`config.mk`:
```
export PLATFORM = sky130hd
export DESIGN_NAME = hall_pulse_windowed_speed
export DESIGN_NICKNAME = d
export VERILOG_FILES = /design/src/design/hpws_pkg.sv /design/src/design/hpws_divider.sv /design/src/design/hall_pulse_windowed_speed.sv
export SDC_FILE = /design/constraint.sdc
export NUM_CORES = 1
export LEC_CHECK = 0
export BUFFER_PORTS_ARGS = -buffer_cell sky130_fd_sc_hd__buf_2
export CAP_MARGIN = 20
export CORE_UTILIZATION = 60
export CTS_CLUSTER_DIAMETER = 30
export DETAILED_ROUTE_END_ITERATION = 8
export PLACE_DENSITY_LB_ADDON = 0.25
export SLEW_MARGIN = 10
export SYNTH_ARGS = -nofsm -noshare
export SYNTH_HDL_FRONTEND = slang
export SYNTH_SLANG_ARGS = --single-unit
```
`constraint.sdc`:
```
create_clock -name clock -period 25.4 [get_ports clock]
set_input_delay 7.62 -clock clock [delete_from_list [all_inputs] [get_ports clock]]
set_output_delay 7.62 -clock clock [all_outputs]
set_load 0.05 [all_outputs]
```
`src/design/hpws_pkg.sv`:
```
`default_nettype none

package hpws_pkg;

   localparam int TIME_W     = 32;
   localparam int SPEED_W    = 30;
   localparam int CIRC_W     = 24;
   localparam int PPR_W      = 5;
   localparam int CSR_DATA_W = 32;
   localparam int CSR_ADDR_W = 3;

   localparam logic [CIRC_W-1:0]  CIRC_RESET = 24'd197900;
   localparam logic [PPR_W-1:0]   PPR_RESET  = 5'd2;
   localparam logic [SPEED_W-1:0] SPEED_MAX  = {SPEED_W{1'b1}};

   typedef enum logic {
      REG_CIRC = 1'b0,
      REG_PPR  = 1'b1
   } csr_reg_type;

   typedef enum logic [2:0] {
      ST_IDLE,
      ST_SPAN,
      ST_MULT,
      ST_DIVIDE,
      ST_FINISH
   } state_type;

   typedef struct packed {
      logic busy;
      logic done;
   } div_status_type;

endpackage

`default_nettype wire

```
`src/design/hpws_divider.sv`:
```
`default_nettype none

module hpws_divider #(
   parameter int NUM_W = 28,
   parameter int DEN_W = 37
) (
   input  wire logic                  clock,
   input  wire logic                  reset,
   input  wire logic                  start,
   input  wire logic [NUM_W-1:0]      num,
   input  wire logic [DEN_W-1:0]      den,
   output logic      [NUM_W-1:0]      quotient,
   output hpws_pkg::div_status_type   status
);
   import hpws_pkg::*;

   localparam int CNT_W = $clog2(NUM_W);

   logic [DEN_W-1:0] rem_ff;
   logic [DEN_W-1:0] rem_in;
   logic [NUM_W-1:0] quo_ff;
   logic [NUM_W-1:0] quo_in;
   logic [CNT_W-1:0] cnt_ff;
   logic             busy_ff;
   logic             done_ff;
   logic             last_step;
   logic [DEN_W:0]   shifted;
   logic [DEN_W:0]   trial;

   // One restoring step per cycle: the next dividend bit enters the remainder
   // and the divisor is subtracted when it fits.
   assign shifted   = {rem_ff, quo_ff[NUM_W-1]};
   assign trial     = shifted - {1'b0, den};
   assign last_step = busy_ff && (cnt_ff == CNT_W'(NUM_W - 1));

   always_comb begin
      if (!trial[DEN_W]) begin
         rem_in = trial[DEN_W-1:0];
         quo_in = {quo_ff[NUM_W-2:0], 1'b1};
      end else begin
         rem_in = shifted[DEN_W-1:0];
         quo_in = {quo_ff[NUM_W-2:0], 1'b0};
      end
   end

   always_ff @(posedge clock) begin
      if (reset) begin
         busy_ff <= 1'b0;
         done_ff <= 1'b0;
         cnt_ff  <= '0;
      end else begin
         done_ff <= last_step;
         if (start) begin
            busy_ff <= 1'b1;
            cnt_ff  <= '0;
         end else if (busy_ff) begin
            cnt_ff <= cnt_ff + 1'b1;
            if (last_step) begin
               busy_ff <= 1'b0;
            end
         end
      end
   end

   always_ff @(posedge clock) begin
      if (start) begin
         rem_ff <= '0;
         quo_ff <= num;
      end else if (busy_ff) begin
         rem_ff <= rem_in;
         quo_ff <= quo_in;
      end
   end

   assign quotient    = quo_ff;
   assign status.busy = busy_ff;
   assign status.done = done_ff;

endmodule

`default_nettype wire

```
`src/design/hall_pulse_windowed_speed.sv`:
```
`default_nettype none

// Wheel speed from Hall sensor timestamps. Each request carries the millisecond
// timestamp of one sensor edge and yields one response: the speed in mm/s over
// the last WINDOW timestamps, truncated, or the all-ones speed with the zero
// span flag when the newest and oldest timestamps match. The window starts at
// zeros, so the first pulses measure against a timestamp of zero. A request
// passes through the span, multiply, divide and finish states; the restoring
// divider produces one quotient bit per cycle, and a zero span skips the
// divider. The block takes no new request until the current one is finished.
// A finished response waits in its output register while the next request is
// taken and computed; the next one finishes only once the old one is taken.
module hall_pulse_windowed_speed #(
   parameter int WINDOW = 10
) (
   input  wire logic                               clock,
   input  wire logic                               reset,
   input  wire logic                               req_valid,
   output logic                                    req_ready,
   input  wire logic [hpws_pkg::TIME_W-1:0]        req_pulse_time_ms,
   output logic                                    rsp_valid,
   input  wire logic                               rsp_ready,
   output logic      [hpws_pkg::SPEED_W-1:0]       rsp_speed_mm_s,
   output logic                                    rsp_zero_span,
   input  wire logic                               psel,
   input  wire logic                               penable,
   input  wire logic                               pwrite,
   input  wire logic [hpws_pkg::CSR_ADDR_W-1:0]    paddr,
   input  wire logic [hpws_pkg::CSR_DATA_W-1:0]    pwdata,
   output logic      [hpws_pkg::CSR_DATA_W-1:0]    prdata,
   output logic                                    pready
);
   import hpws_pkg::*;

   localparam int NUM_W = CIRC_W + $clog2(WINDOW);
   localparam int DEN_W = PPR_W + TIME_W;
   localparam logic [NUM_W-1:0] WIN_M1 = NUM_W'(WINDOW - 1);

   state_type        state_ff;
   state_type        state_in;
   logic [TIME_W-1:0] win_ff [WINDOW];
   logic [CIRC_W-1:0] circ_ff;
   logic [PPR_W-1:0]  ppr_ff;
   logic [PPR_W-1:0]  ppr_eff;
   logic [TIME_W-1:0] span_ff;
   logic              zero_ff;
   logic [NUM_W-1:0]  num_ff;
   logic [DEN_W-1:0]  den_ff;
   logic              rsp_valid_ff;
   logic              rsp_valid_in;
   logic [SPEED_W-1:0] rsp_speed_ff;
   logic              rsp_zero_ff;
   logic              accept;
   logic              csr_write;
   csr_reg_type       csr_sel;
   logic              span_load;
   logic              mult_load;
   logic              div_start;
   logic              rsp_load;
   logic [NUM_W-1:0]  quotient;
   div_status_type    div_status;

   // Configuration registers
   assign pready    = 1'b1;
   assign csr_write = psel && penable && pwrite && pready;
   assign csr_sel   = csr_reg_type'(paddr[2]);

   always_ff @(posedge clock) begin
      if (reset) begin
         circ_ff <= CIRC_RESET;
         ppr_ff  <= PPR_RESET;
      end else if (csr_write) begin
         unique case (csr_sel)
            REG_CIRC: circ_ff <= pwdata[CIRC_W-1:0];
            REG_PPR:  ppr_ff  <= pwdata[PPR_W-1:0];
            default:  ;
         endcase
      end
   end

   always_comb begin
      unique case (csr_sel)
         REG_CIRC: prdata = CSR_DATA_W'(circ_ff);
         REG_PPR:  prdata = CSR_DATA_W'(ppr_ff);
         default:  prdata = '0;
      endcase
   end

   // Sequencer
   assign accept = req_valid && req_ready;

   always_comb begin
      state_in = state_ff;
      unique case (state_ff)
         ST_IDLE:   if (req_valid) state_in = ST_SPAN;
         ST_SPAN:   state_in = ST_MULT;
         ST_MULT:   state_in = (span_ff == '0) ? ST_FINISH : ST_DIVIDE;
         ST_DIVIDE: if (div_status.done) state_in = ST_FINISH;
         ST_FINISH: if (!rsp_valid_ff || rsp_ready) state_in = ST_IDLE;
         default:   state_in = ST_IDLE;
      endcase
   end

   always_comb begin
      req_ready = 1'b0;
      span_load = 1'b0;
      mult_load = 1'b0;
      div_start = 1'b0;
      rsp_load  = 1'b0;
      unique case (state_ff)
         ST_IDLE:   req_ready = 1'b1;
         ST_SPAN:   span_load = 1'b1;
         ST_MULT: begin
            mult_load = 1'b1;
            div_start = (span_ff != '0);
         end
         ST_DIVIDE: ;
         ST_FINISH: rsp_load = !rsp_valid_ff || rsp_ready;
         default:   ;
      endcase
   end

   always_ff @(posedge clock) begin
      if (reset) begin
         state_ff <= ST_IDLE;
      end else begin
         state_ff <= state_in;
      end
   end

   // Timestamp window, entry 0 newest
   always_ff @(posedge clock) begin
      if (reset) begin
         for (int i = 0; i < WINDOW; i++) begin
            win_ff[i] <= '0;
         end
      end else if (accept) begin
         win_ff[0] <= req_pulse_time_ms;
         for (int i = 1; i < WINDOW; i++) begin
            win_ff[i] <= win_ff[i-1];
         end
      end
   end

   assign ppr_eff = (ppr_ff == '0) ? PPR_W'(1) : ppr_ff;

   always_ff @(posedge clock) begin
      if (span_load) begin
         span_ff <= win_ff[0] - win_ff[WINDOW-1];
         num_ff  <= NUM_W'(circ_ff) * WIN_M1;
      end
      if (mult_load) begin
         zero_ff <= (span_ff == '0);
         den_ff  <= DEN_W'(ppr_eff) * DEN_W'(span_ff);
      end
   end

   hpws_divider #(
      .NUM_W (NUM_W),
      .DEN_W (DEN_W)
   ) u_divider (
      .clock    (clock),
      .reset    (reset),
      .start    (div_start),
      .num      (num_ff),
      .den      (den_ff),
      .quotient (quotient),
      .status   (div_status)
   );

   // Response register
   assign rsp_valid_in = rsp_load ? 1'b1 : (rsp_ready ? 1'b0 : rsp_valid_ff);

   always_ff @(posedge clock) begin
      if (reset) begin
         rsp_valid_ff <= 1'b0;
      end else begin
         rsp_valid_ff <= rsp_valid_in;
      end
   end

   always_ff @(posedge clock) begin
      if (rsp_load) begin
         rsp_zero_ff  <= zero_ff;
         rsp_speed_ff <= zero_ff ? SPEED_MAX : SPEED_W'(quotient);
      end
   end

   assign rsp_valid      = rsp_valid_ff;
   assign rsp_speed_mm_s = rsp_speed_ff;
   assign rsp_zero_span  = rsp_zero_ff;

`ifndef NO_ASSERTIONS
   a_accept_starts: assert property (@(posedge clock) disable iff (reset)
      accept |=> state_ff == ST_SPAN)
      else $error("accepted request did not start the sequence");

   a_done_in_divide: assert property (@(posedge clock) disable iff (reset)
      div_status.done |-> state_ff == ST_DIVIDE)
      else $error("divider finished outside the divide state");

   a_idle_not_busy: assert property (@(posedge clock) disable iff (reset)
      req_ready |-> !div_status.busy)
      else $error("request taken while the divider is busy");

   a_zero_saturates: assert property (@(posedge clock) disable iff (reset)
      rsp_valid && rsp_zero_span |-> rsp_speed_mm_s == SPEED_MAX)
      else $error("zero span response is not saturated");

   a_rsp_from_finish: assert property (@(posedge clock) disable iff (reset)
      $rose(rsp_valid_ff) |-> $past(state_ff) == ST_FINISH)
      else $error("response raised outside the finish state");
`endif

endmodule

`default_nettype wire
```
## Yosys cells after proc, flatten, opt, wreduce, memory -nomap -nowiden

Memories as Yosys holds them, arrays and structs flattened.
Index checks and enable logic that the tools add are counted.

- Bits in registers: 234
- Bits in writable memories: 320
- Bits of input ports: 74
- Output and inout bits: 66
- Word-level logic and storage cells: 94
- Memories: 1

Memory list:

| memory | words | bits a word | rd ports | clocked after memory_dff | wr ports | line | RTL |
|---|---|---|---|---|---|---|---|
| win_ff | 10 | 32 | 10 | 0 | 10 | hall_pulse_windowed_speed.sv:41 | `logic [TIME_W-1:0] win_ff [WINDOW];` |

- Add/sub/neg operators: 3
- $mul: 2
- Equal/unequal tests: 8
- Mux-type cells: 37
- Bitwise gates (word level): 11
- Reductions and logical operators: 16

Operators by type and width:

| operator | count |
|---|---|
| two-way mux 32 bit | 10 |
| one-hot mux 32 bit (2 select lines) | 1 |
| two-way mux 28 bit | 2 |
| subtractor 38 x 37 -> 38 bit | 1 |
| multiplier 5 x 32 -> 37 bit | 1 |
| two-way mux 37 bit | 1 |
| logical NOT 32 bit | 1 |
| nonzero test 32 bit | 1 |
| subtractor 32 bit | 1 |
| two-way mux 30 bit | 1 |
| multiplier 24 x 4 -> 28 bit (second input constant) | 1 |
| two-way mux 1 bit | 16 |
| one-hot mux 3 bit (5 select lines) | 1 |
| two-way mux 3 bit | 4 |
| OR 1 bit | 10 |
| == test 3 x 2 -> 1 bit (second input constant) | 2 |
| adder 5 x 1 -> 5 bit (second input constant) | 1 |
| == test 5 bit (second input constant) | 1 |
| logical NOT 5 bit | 1 |
| two-way mux 5 bit | 1 |
| logical AND 1 bit | 4 |
| inequality test 2 bit (second input constant) | 2 |
| AND reduction 2 bit | 2 |
| nonzero test 2 bit | 2 |
| 9 further kinds | 9 |

## Longest topological paths before layout

Gate-level depths: netlist (run 1).

- Depth in word-level cells: 7
- Mapped depth: 19
- Depth with buffers taken out: 18

## By module

A second synthesis (run 1) with hierarchy kept.

- Cell total of the unflattened synthesis: 2687
- Area, all modules: 30727.0 um^2

By module, submodules not included:

| module | times used | cells each | area each (um^2) | seq. area each (um^2) |
|---|---|---|---|---|
| hall_pulse_windowed_speed | 1 | 2075 | 25336.8 | 14083.5 |
| hpws_divider | 1 | 612 | 5390.2 | 1721.7 |

## Worst setup path after synthesis (run 1)

No wires, ideal clock.

- Path kind: input port to output port
- Start: input paddr[2] (netlist name)
- End: output prdata[10] (netlist name)
- Arrival time: 8732 ps
- Required time: 17780 ps
- Setup slack: 9048 ps
- Cell stages on the path: 3
- Path buffers: 2
- Cell sequence: clkbuf_1 > clkbuf_1 > nor2b_1

- Longest elaborated chain between the ends: 2

RTL lines:

| item | line | RTL |
|---|---|---|
| from (decl) | hall_pulse_windowed_speed.sv:28 | `input wire logic [hpws_pkg::CSR_ADDR_W-1:0] paddr,` |
| NOT 1 bit | n/a |  |
| one-hot mux 32 bit (2 select lines) (*) | hall_pulse_windowed_speed.sv:82 | `unique case (csr_sel)` |
| to (decl) | hall_pulse_windowed_speed.sv:30 | `output logic [hpws_pkg::CSR_DATA_W-1:0] prdata,` |

Mark *: on every way between the ends. The rest lies on a longest branch, timed or not. The select of a mux whose other input is x is not followed.

## Final worst setup path (run 1)

- Start: input paddr[2] (netlist name)
- End: output prdata[1] (netlist name)

The elaborated chain is that of the path after synthesis.

==> flow_summary.rst, run 1 <==
.. list-table::
   :header-rows: 1

   * - Metric
     - Value
   * - Overall routing resource usage
     - 0.224
   * - Nature of the critical path endpoint
     - output pin
   * - Kind of critical path
     - in2out
   * - Mean Syn Cell Area
     - 11.1 sq um
   * - TritonCTS clock tree
     - built
   * - Filler instances
     - 3,427
   * - Slew at the pin closest to its max-slew limit
     - 1100 ps
   * - Hold path endpoint
     - u_divider.rem_ff[1]
   * - Static power due to leakage
     - 15.0 nW
   * - Fraction of synthesis flops using an asynchronous set or reset pin
     - 0
   * - WL per Instance
     - 15.4 um
   * - Worst hold path depth
     - 2
   * - Min Clock Period, post-route
     - 16,220 ps
   * - Final Max Tran Viols
     - 0
   * - # setup viols final
     - 0
   * - Total gr overflow
     - 0
   * - Beginning of the worst register-to-register path
     - ppr_ff[2]
   * - Number of cells after detailed placement
     - 3,429
   * - Area used by multi-input combinational logic
     - 13,200 sq um
   * - DRC Markers
     - 0
   * - Clock Skew
     - 21.1 ps
   * - FF-to-FF path depth
     - 17
   * - Post-detailed-route count of antenna-violating nets
     - 0
   * - FF/Latch Area
     - 15,800 sq um
   * - Count of routing violations after the opening detailed-route iteration
     - 1,245
   * - Standard-cell row count
     - 81
   * - Port bufs
     - 120
   * - Largest net degree at the start of global routing
     - 204
   * - Final Hold Violating Endpoints
     - 0
   * - Number of clock sinks
     - 552
   * - Final RePlAce weighted congestion
     - 0.880
   * - Kind of start point of the critical path
     - input pin
   * - Max-cap check violation count
     - 0
   * - Worst slack after detailed placement
     - 9190 ps
   * - Clock root buffer
     - sky130_fd_sc_hd__clkbuf_16
   * - Initial Utilization
     - 0.613
   * - Reg2reg setup slack
     - 19,430 ps
   * - Largest driver fanout on the critical path
     - 27
   * - Average vias per placed instance
     - 5.35
   * - Cell area after technology mapping
     - 30,300 sq um
   * - Floorplan die area
     - 51,400 sq um
   * - Final non-filler cell total
     - 3,626
   * - Total power
     - 3.71 mW
   * - Number of nets in the layout
     - 3,196
   * - Post-synthesis register bit count
     - 552
   * - Clk_lat worst skew
     - 630 ps
   * - Most used flip-flop cell after synthesis
     - sky130_fd_sc_hd__edfxtp_1
   * - Hold Crit Start
     - u_divider.rem_ff[1]
   * - Outcome
     - completed
   * - Hold-fix buffers, CTS
     - 0
   * - Max-Slew Margin vs Limit
     - 0.266
   * - Highest clock rate
     - 61.7 MHz
   * - Total power divided by cell area
     - 106 nW/um^2
   * - Synth unique cells
     - 63
   * - Arr. time, crit path
     - 8600 ps
   * - Critical path data required time
     - 17,780 ps
   * - Accumulated negative setup slack
     - 0 ps
   * - Maximum VDD drop
     - 0.0940 mV
   * - Yosys warning total
     - 0
   * - Area delta synth->final
     - 15.3%
   * - Horiz. Die Dim
     - 227 um
   * - First-pass GRT wire length
     - 92,500 um
   * - Worst-path clk slew
     - 40 ps
   * - Y dimension of the die
     - 227 um
   * - Post-CTS resize count
     - 0
   * - Register area share after synthesis
     - 0.522
   * - Number of enable-type register cells in the synthesized netlist
     - 475
   * - Number of levels in the clock H-tree
     - 3
   * - Post-detailed-routing wire length
     - 56,000 um
   * - Endpoint of the most critical register-to-register path
     - den_ff[32]
   * - Clock buffers created by TritonCTS
     - 103
   * - Final setup slack of the worst path
     - 9180 ps
   * - Overall via count from detail_route
     - 19,400
   * - Min-Delay Path Class
     - reg2reg
   * - Setup Fix Bufs, Post-CTS
     - 0
   * - Number of antenna violations at the first check in global routing
     - 1
   * - Pre-Repair DR Iteration Count
     - 6
   * - Cells after Synth
     - 2,735
   * - Part of the cycle the worst path needs
     - 0.638
   * - Post-DP HPWL
     - 37,500 um
   * - Layout cells sized above 1
     - 0.121
   * - Bufs on Longest Clock Path
     - 3
   * - Core footprint
     - 49,400 sq um
   * - Setup repair after global routing missed its margin
     - false
   * - Via count of the first global-routing pass
     - 19,200
   * - Diode count
     - 0
   * - I/O pin cnt
     - 140
[layout make-up]
cell class                      count  share of cell area
Sequential cell                   552               0.453
Multi-Input combinational cell   1847               0.378
Clock buffer                      122              0.0780
Inverter                          230              0.0247
Tap cell                          664              0.0238
Timing Repair Buffer              139              0.0226
Clock inverter                     72              0.0196
[critical path, cell delays in order]
cell,delay (ps)
sky130_fd_sc_hd__buf_2,370
sky130_fd_sc_hd__mux2_2,390
sky130_fd_sc_hd__buf_2,210
[stage by stage]
stage | hold WS, ps | utilization | instance area (sq um)
2_1_floorplan | 455 | - | 30300
3_3_place_gp | 478 | 0.637 | 31400
3_5_place_dp | 482 | 0.637 | 31500
4_1_cts | 488 | 0.706 | 34900
5_1_grt | 519 | 0.707 | 34900
6_report | 489 | 0.707 | 34900
[worst max path at each step]
| stage | startpoint | end | slack (ps) | cells past startpoint |
|---|---|---|---|---|
| 2_1_floorplan | paddr[2] | prdata[10] | 9050 | 3 |
| 3_3_place_gp | paddr[2] | prdata[3] | 9230 | 3 |
| 3_5_place_dp | paddr[2] | prdata[2] | 9190 | 3 |
| 4_1_cts | paddr[2] | prdata[2] | 9180 | 3 |
| 5_1_grt | paddr[2] | prdata[2] | 9120 | 3 |
| 6_report | paddr[2] | prdata[1] | 9180 | 3 |
[per-layer routing]
metal | up-vias | part of all wire | GRT usage
met4 | 0 | 0.022 | 0.0793
met1 | 9313 | 0.46 | 0.305
met5 | - | 0 | 0
li1 | 9669 | - | -
met3 | 90 | 0.039 | 0.0389
met2 | 337 | 0.48 | 0.363
[cells in the final DEF, fill, tap and decap left out, types with 28 or more instances in the layout]
master / n
sky130_fd_sc_hd__a21o_1: 51
sky130_fd_sc_hd__a21oi_1: 134
sky130_fd_sc_hd__and2_1: 442
sky130_fd_sc_hd__buf_2: 120
sky130_fd_sc_hd__clkbuf_16: 106
sky130_fd_sc_hd__dfxtp_1: 76
sky130_fd_sc_hd__edfxtp_1: 475
sky130_fd_sc_hd__fa_1: 93
sky130_fd_sc_hd__ha_1: 156
sky130_fd_sc_hd__inv_1: 230
sky130_fd_sc_hd__nand2_1: 277
sky130_fd_sc_hd__nand2b_1: 28
sky130_fd_sc_hd__nor2_1: 114
sky130_fd_sc_hd__nor2b_1: 38
sky130_fd_sc_hd__o21ai_0: 70
sky130_fd_sc_hd__or2_2: 33
sky130_fd_sc_hd__xnor2_1: 74
sky130_fd_sc_hd__xor2_1: 34
[synth_stat cells (27+ instances only)]
cell	n	area, sq um
sky130_fd_sc_hd__edfxtp_1	475	14300
sky130_fd_sc_hd__a21o_1	51	383
sky130_fd_sc_hd__or2_2	33	206
sky130_fd_sc_hd__nand2_1	277	1040
sky130_fd_sc_hd__nor3_1	27	135
sky130_fd_sc_hd__nand2b_1	29	181
sky130_fd_sc_hd__inv_1	230	863
sky130_fd_sc_hd__clkbuf_1	97	364
sky130_fd_sc_hd__ha_1	156	1950
sky130_fd_sc_hd__o21ai_0	71	355
sky130_fd_sc_hd__xnor2_1	74	648
sky130_fd_sc_hd__and2_1	442	2770
sky130_fd_sc_hd__dfxtp_1	77	1540
sky130_fd_sc_hd__xor2_1	34	298
sky130_fd_sc_hd__nor2b_1	38	238
sky130_fd_sc_hd__a21oi_1	134	671
sky130_fd_sc_hd__fa_1	93	1860
sky130_fd_sc_hd__nor2_1	116	435
[registers in the layout (all words and copies together), names as in the netlist, 24 cells and up]
name                count
circ_ff                24
den_ff                 37
num_ff                 28
rsp_speed_mm_s         29
span_ff                32
u_divider.quotient     28
u_divider.rem_ff       37
win_ff                320
[logic make-up after synthesis]
kind of cell | synth area share
AND/OR/NAND/NOR | 0.186
flip-flops | 0.522
AO/OA/AOI/OAI | 0.0841
buffers and inverters | 0.0441
adder cells (fa/ha/maj) | 0.126
XOR/XNOR | 0.0312
multiplexers | 0.00616
other | 0.000248
[power by group]
group / switching [mW] / leakage (nW) / internal, mW / total, mW
combinational: 0.641 / 7.89 / 0.405 / 1.05
clock: 0.454 / 1.65 / 0.849 / 1.30
sequential: 0.106 / 5.49 / 1.25 / 1.36
total: 1.20 / 15.0 / 2.51 / 3.71
Note: power is estimated with default switching activity, not from simulation.
==> inputs of run 2 (changes only) <==
clock period = 16.65 ns   (was 25.4 ns; I/O delays follow)
==> flow_summary.rst, run 2 (synthesis gave the netlist of run 1 again) <==
.. list-table::
   :header-rows: 1

   * - Metric
     - Value
   * - Commonest non-fill, non-tap cell in the layout
     - sky130_fd_sc_hd__edfxtp_1
   * - Overall via count from detail_route
     - 19,800
   * - Y dimension of the die
     - 227 um
   * - Largest registers ranked by flip-flop count
     - win_ff: 320 flops, den_ff: 37 flops, u_divider.rem_ff: 37 flops
   * - Min Clock Period, post-route
     - 10,980 ps
   * - Total power divided by cell area
     - 168 nW/um^2
   * - Horiz. Die Dim
     - 227 um
   * - Largest net degree at the start of global routing
     - 319
   * - Port bufs
     - 120
   * - Filler instances
     - 3,369
   * - Setup repair after global routing missed its margin
     - false
   * - Hold-fix buffers, CTS
     - 0
   * - Number of antenna violations at the first check in global routing
     - 2
   * - Post-DP HPWL
     - 37,400 um
   * - Static power due to leakage
     - 15.2 nW
   * - I/O pin cnt
     - 140
   * - FF-to-FF path depth
     - 18
   * - Switching fraction of total power
     - 0.320
   * - Max-cap check violation count
     - 0
   * - Post-detailed-routing wire length
     - 57,800 um
   * - Clock buffers created by TritonCTS
     - 106
   * - Proportion of power drawn by the clock network
     - 0.379
   * - Largest driver fanout on the critical path
     - 27
   * - Initial Utilization
     - 0.613
   * - Final Max Tran Viols
     - 0
   * - Core footprint
     - 49,400 sq um
   * - Bufs on Longest Clock Path
     - 3
   * - Setup Fix Bufs, Post-CTS
     - 0
   * - Worst-path clk slew
     - 50 ps
   * - Net switching component of the power
     - 1.90 mW
   * - Count of routing violations after the opening detailed-route iteration
     - 1,375
   * - DRC Markers
     - 0
   * - Total gr overflow
     - 0
   * - Final setup slack of the worst path
     - 5670 ps
   * - Number of nets in the layout
     - 3,198
   * - Kind of critical path
     - in2out
   * - Via count of the first global-routing pass
     - 19,600
   * - # setup viols final
     - 0
   * - Reg power frac
     - 0.351
   * - Average vias per placed instance
     - 5.46
   * - Most used cells in the layout excluding fill and tap cells
     - sky130_fd_sc_hd__edfxtp_1 (475), sky130_fd_sc_hd__and2_1 (442), sky130_fd_sc_hd__nand2_1 (277)
   * - Highest clock rate
     - 91.1 MHz
   * - Max-Slew Margin vs Limit
     - 0.275
   * - Accumulated negative setup slack
     - 0 ps
   * - FF/Latch Area
     - 15,800 sq um
   * - Clock Skew
     - 43.7 ps
   * - Part of the cycle the worst path needs
     - 0.660
   * - First-pass GRT wire length
     - 94,300 um
   * - Overall routing resource usage
     - 0.230
   * - TritonCTS clock tree
     - built
   * - Area delta synth->final
     - 16.8%
   * - Standard-cell row count
     - 81
   * - Internal Pwr Total
     - 4.03 mW
   * - Combinational share of power
     - 0.271
   * - Outcome
     - completed
   * - Clock root buffer
     - sky130_fd_sc_hd__clkbuf_16
   * - Critical path data required time
     - 11,650 ps
   * - Layout cells sized above 1
     - 0.128
   * - WL per Instance
     - 15.9 um
   * - Worst hold path depth
     - 2
   * - Slew at the pin closest to its max-slew limit
     - 1090 ps
   * - Floorplan die area
     - 51,400 sq um
   * - Post-CTS resize count
     - 0
   * - Pre-Repair DR Iteration Count
     - 5
   * - Worst slack after detailed placement
     - 5680 ps
   * - Flip-flop count of the largest register, all copies and words added
     - 320
   * - Area used by multi-input combinational logic
     - 13,200 sq um
   * - Register name with the most flops
     - win_ff
   * - Arr. time, crit path
     - 5990 ps
   * - Maximum VDD drop
     - 0.138 mV
   * - Number of levels in the clock H-tree
     - 3
   * - Nature of the critical path endpoint
     - output pin
   * - Final Hold Violating Endpoints
     - 0
   * - Clk_lat worst skew
     - 650 ps
   * - Post-detailed-route count of antenna-violating nets
     - 0
   * - Number of clock sinks
     - 552
   * - Final RePlAce weighted congestion
     - 0.885
   * - Min-Delay Path Class
     - reg2reg
   * - Kind of start point of the critical path
     - input pin
## run 2: changes by cell type in the layout (fill, tap and decap cells not counted)
cell                         change
sky130_fd_sc_hd__inv_4           +2
sky130_fd_sc_hd__inv_6           +6
sky130_fd_sc_hd__diode_2         +1
sky130_fd_sc_hd__bufinv_16      +11
sky130_fd_sc_hd__clkinv_1        -7
sky130_fd_sc_hd__buf_16          +1
sky130_fd_sc_hd__buf_4           -2
sky130_fd_sc_hd__clkinvlp_4      +9
sky130_fd_sc_hd__clkinv_2        -8
sky130_fd_sc_hd__clkbuf_16       +2
sky130_fd_sc_hd__clkinv_16       +1
sky130_fd_sc_hd__clkbuf_1        -9
## run 2: worst max-delay path, cell delays in order
cell and delay [ps]:
sky130_fd_sc_hd__buf_2 380, sky130_fd_sc_hd__mux2_2 390, sky130_fd_sc_hd__buf_2 210
## run 2: power by group through the flow
stage | sequential [mW] | clock, mW | combinational [mW]
2_1_floorplan | 2.08 | 0 | 1.26
3_3_place_gp | 2.08 | 0 | 1.54
3_5_place_dp | 2.10 | 0 | 1.58
4_1_cts | 2.08 | 2.28 | 1.60
5_1_grt | 2.11 | 2.34 | 1.81
6_report | 2.08 | 2.24 | 1.60
## run 2: worst paths after layout
check	start	to	slack (ps)
max	paddr[2]	prdata[2]	5670
min	u_divider.rem_ff[11]	u_divider.rem_ff[12]	470
max reg2reg	ppr_ff[3]	den_ff[32]	11060
min reg2reg	u_divider.rem_ff[11]	u_divider.rem_ff[12]	470
## run 2: final cells by class
cell class | count | share of cell area
Inverter | 230 | 0.0244
Clock buffer | 115 | 0.0774
Antenna cell | 1 | 0.0000707
Sequential cell | 552 | 0.447
Timing Repair Buffer | 138 | 0.0227
Tap cell | 664 | 0.0235
Multi-Input combinational cell | 1847 | 0.374
Clock inverter | 86 | 0.0314
## run 2: metrics by stage
| stage | total power [mW] | utilization | hold slack, ps | instances | cell area [sq um] |
|---|---|---|---|---|---|
| CTS | 5.96 | 0.715 | 477 | 3629 | 35300 |
| detailed placement | 3.68 | 0.637 | 487 | 3428 | 31500 |
| finish | 5.93 | 0.717 | 474 | 3633 | 35400 |
| global route | 6.26 | 0.717 | 500 | 3633 | 35400 |
| floorplan | 3.35 | - | 455 | 2742 | 30300 |
| global placement | 3.63 | 0.637 | 478 | 3427 | 31400 |
## run 2: per-layer routing
metal,routed length [um],global-route usage
met1,26000,0.305
met5,0,0
met2,27900,0.378
met4,1560,0.0963
met3,2330,0.0354
==> inputs of run 3 (changes only) <==
CORE_UTILIZATION = 56   (was 60)
clock period = 10.06 ns   (was 16.65 ns; I/O delays follow)
==> flow_summary.rst, run 3 (synthesis gave the netlist of run 1 again) <==
.. list-table::
   :header-rows: 1

   * - Metric
     - Value
   * - Max stage delay on crit path
     - 400 ps
   * - Initial Utilization
     - 0.572
   * - Commonest non-fill, non-tap cell in the layout
     - sky130_fd_sc_hd__edfxtp_1
   * - Post-detailed-route count of antenna-violating nets
     - 0
   * - Clk_lat worst skew
     - 650 ps
   * - Worst path top cell family by delay
     - buffers and inverters
   * - Largest net degree at the start of global routing
     - 319
   * - Clock root buffer
     - sky130_fd_sc_hd__clkbuf_16
   * - Highest clock rate
     - 142 MHz
   * - FF-to-FF path depth
     - 17
   * - # setup viols final
     - 0
   * - Uppermost layer routed
     - met4
   * - Area used by multi-input combinational logic
     - 13,200 sq um
   * - Design Area, Final
     - 35,100 sq um
   * - Clock Skew
     - 53.9 ps
   * - Kind of critical path
     - in2out
   * - DRC Markers
     - 0
   * - Worst-path clk slew
     - 40 ps
   * - Flip-flop count of the largest register, all copies and words added
     - 320
   * - Layout cells sized above 1
     - 0.120
   * - Number of clock sinks
     - 552
   * - I/O pin cnt
     - 140
   * - Outcome
     - completed
   * - Post-detailed-routing wire length
     - 56,800 um
   * - Clock buffers created by TritonCTS
     - 103
   * - Total power
     - 9.58 mW
   * - Arr. time, crit path
     - 4030 ps
   * - Chain of cells forming the critical path
     - buf_2 > mux2_2 > buf_2
   * - Met2 wire length
     - 27,500 um
   * - Largest registers ranked by flip-flop count
     - win_ff: 320 flops, den_ff: 37 flops, u_divider.rem_ff: 37 flops
   * - Met3 layer wire length in the routed design
     - 2300 um
   * - Critical path data required time
     - 7040 ps
   * - Final Max Tran Viols
     - 0
   * - Setup repair after global routing missed its margin
     - false
   * - Horiz. Die Dim
     - 235 um
   * - First-pass GRT wire length
     - 94,000 um
   * - Count of routing violations after the opening detailed-route iteration
     - 1,200
   * - Critical Path Start
     - paddr[2]
   * - Largest driver fanout on the critical path
     - 27
   * - Bufs on Longest Clock Path
     - 3
   * - Area delta synth->final
     - 16.0%
   * - Overall via count from detail_route
     - 19,500
   * - Worst hold path depth
     - 2
   * - Setup Fix Bufs, Post-CTS
     - 0
   * - Accumulated negative setup slack
     - 0 ps
   * - Static power due to leakage
     - 15.1 nW
   * - Maximum VDD drop
     - 0.200 mV
   * - Number of levels in the clock H-tree
     - 3
   * - Cell depth of the worst setup path
     - 3
   * - WL per Instance
     - 15.6 um
   * - Cell at the slowest stage of the critical path
     - sky130_fd_sc_hd__mux2_2
   * - Number of cells after detailed placement
     - 3,451
   * - Average vias per placed instance
     - 5.36
   * - Via count of the first global-routing pass
     - 19,300
   * - Tightest hold margin
     - 482 ps
   * - Final Hold Violating Endpoints
     - 0
   * - Number of nets in the layout
     - 3,193
   * - Overall routing resource usage
     - 0.211
   * - Most used cells in the layout excluding fill and tap cells
     - sky130_fd_sc_hd__edfxtp_1 (475), sky130_fd_sc_hd__and2_1 (442), sky130_fd_sc_hd__nand2_1 (277)
   * - Y dimension of the die
     - 235 um
   * - Kind of start point of the critical path
     - input pin
   * - TritonCTS clock tree
     - built
   * - Nature of the critical path endpoint
     - output pin
   * - Floorplan die area
     - 55,000 sq um
   * - Number of antenna violations at the first check in global routing
     - 1
   * - Post-DP HPWL
     - 37,800 um
   * - Hold-fix buffers, CTS
     - 0
   * - Min-Delay Path Class
     - reg2reg
   * - Core footprint
     - 53,000 sq um
   * - Slew at the pin closest to its max-slew limit
     - 1070 ps
   * - Diode count
     - 0
   * - Register name with the most flops
     - win_ff
   * - Worst slack after detailed placement
     - 3020 ps
   * - Final setup slack of the worst path
     - 3020 ps
   * - Max-Slew Margin vs Limit
     - 0.284
   * - Instance area at placement
     - 31,500 sq um
   * - Total power divided by cell area
     - 273 nW/um^2
   * - Max-cap check violation count
     - 0
   * - Min Clock Period, post-route
     - 7040 ps
   * - Combined buffer and inverter count along the critical path
     - 2
   * - Filler instances
     - 3,988
   * - FF/Latch Area
     - 15,800 sq um
   * - Beginning of the worst register-to-register path
     - ppr_ff[3]
   * - Total gr overflow
     - 0
   * - Part of the cycle the worst path needs
     - 0.700
   * - Final non-filler cell total
     - 3,645
   * - Port bufs
     - 120
   * - Final RePlAce weighted congestion
     - 0.919
   * - Post-CTS resize count
     - 0
   * - Hold Crit Start
     - u_divider.rem_ff[11]
   * - Standard-cell row count
     - 84
   * - Pre-Repair DR Iteration Count
     - 5
   * - Met1 wire length
     - 25,700 um
   * - Critical Path Most Common Cell
     - sky130_fd_sc_hd__buf_2
   * - Final core area utilization
     - 0.663
[run 3: cell count changes in the layout (fill, tap and decap cells not counted), moves of 2 or more]
cell	change
sky130_fd_sc_hd__clkinvlp_4	-13
sky130_fd_sc_hd__clkbuf_1	+9
sky130_fd_sc_hd__bufinv_16	-5
sky130_fd_sc_hd__clkbuf_16	-3
sky130_fd_sc_hd__clkinv_1	+3
sky130_fd_sc_hd__clkbuf_8	+2
sky130_fd_sc_hd__clkinv_16	+2
sky130_fd_sc_hd__clkinv_2	-2
[run 3: layer usage]
| metal | global-route usage | up-vias |
|---|---|---|
| li1 | - | 9651 |
| met1 | 0.285 | 9378 |
| met5 | 0 | - |
| met2 | 0.349 | 412 |
| met3 | 0.0319 | 99 |
| met4 | 0.0740 | 0 |
[run 3: worst register-to-register path, delay by kind of cell (launching register included)]
family | cells | cell delay (ps)
xor gates and xnor gates | 1 | 80
adders and majority gates | 4 | 1920
and+or+nand+nor | 4 | 950
DFF | 1 | 1000
buffers and inverters | 2 | 110
AOI/OAI and AO/OA | 6 | 1640
[run 3: power breakdown]
part	total (mW)	internal, mW	switching, mW
clock	3.49	2.31	1.18
combinational	2.66	1.02	1.64
sequential	3.44	3.17	0.269
total	9.58	6.50	3.08
[run 3: area by class of cell]
class | instances | share of cell area
tap | 688 | 0.0245
timing repair buffer | 136 | 0.0217
sequential | 552 | 0.450
inverter | 230 | 0.0246
multi-input combinational | 1847 | 0.376
clock inverter | 69 | 0.0255
clock buffer | 123 | 0.0776
[run 3: path summary, 6_finish.rpt]
| path | endpoint | slack (ps) |
|---|---|---|
| min | u_divider.rem_ff[12] | 480 |
| max reg2reg | den_ff[32] | 4090 |
| min reg2reg | u_divider.rem_ff[12] | 480 |
| max | prdata[1] | 3020 |
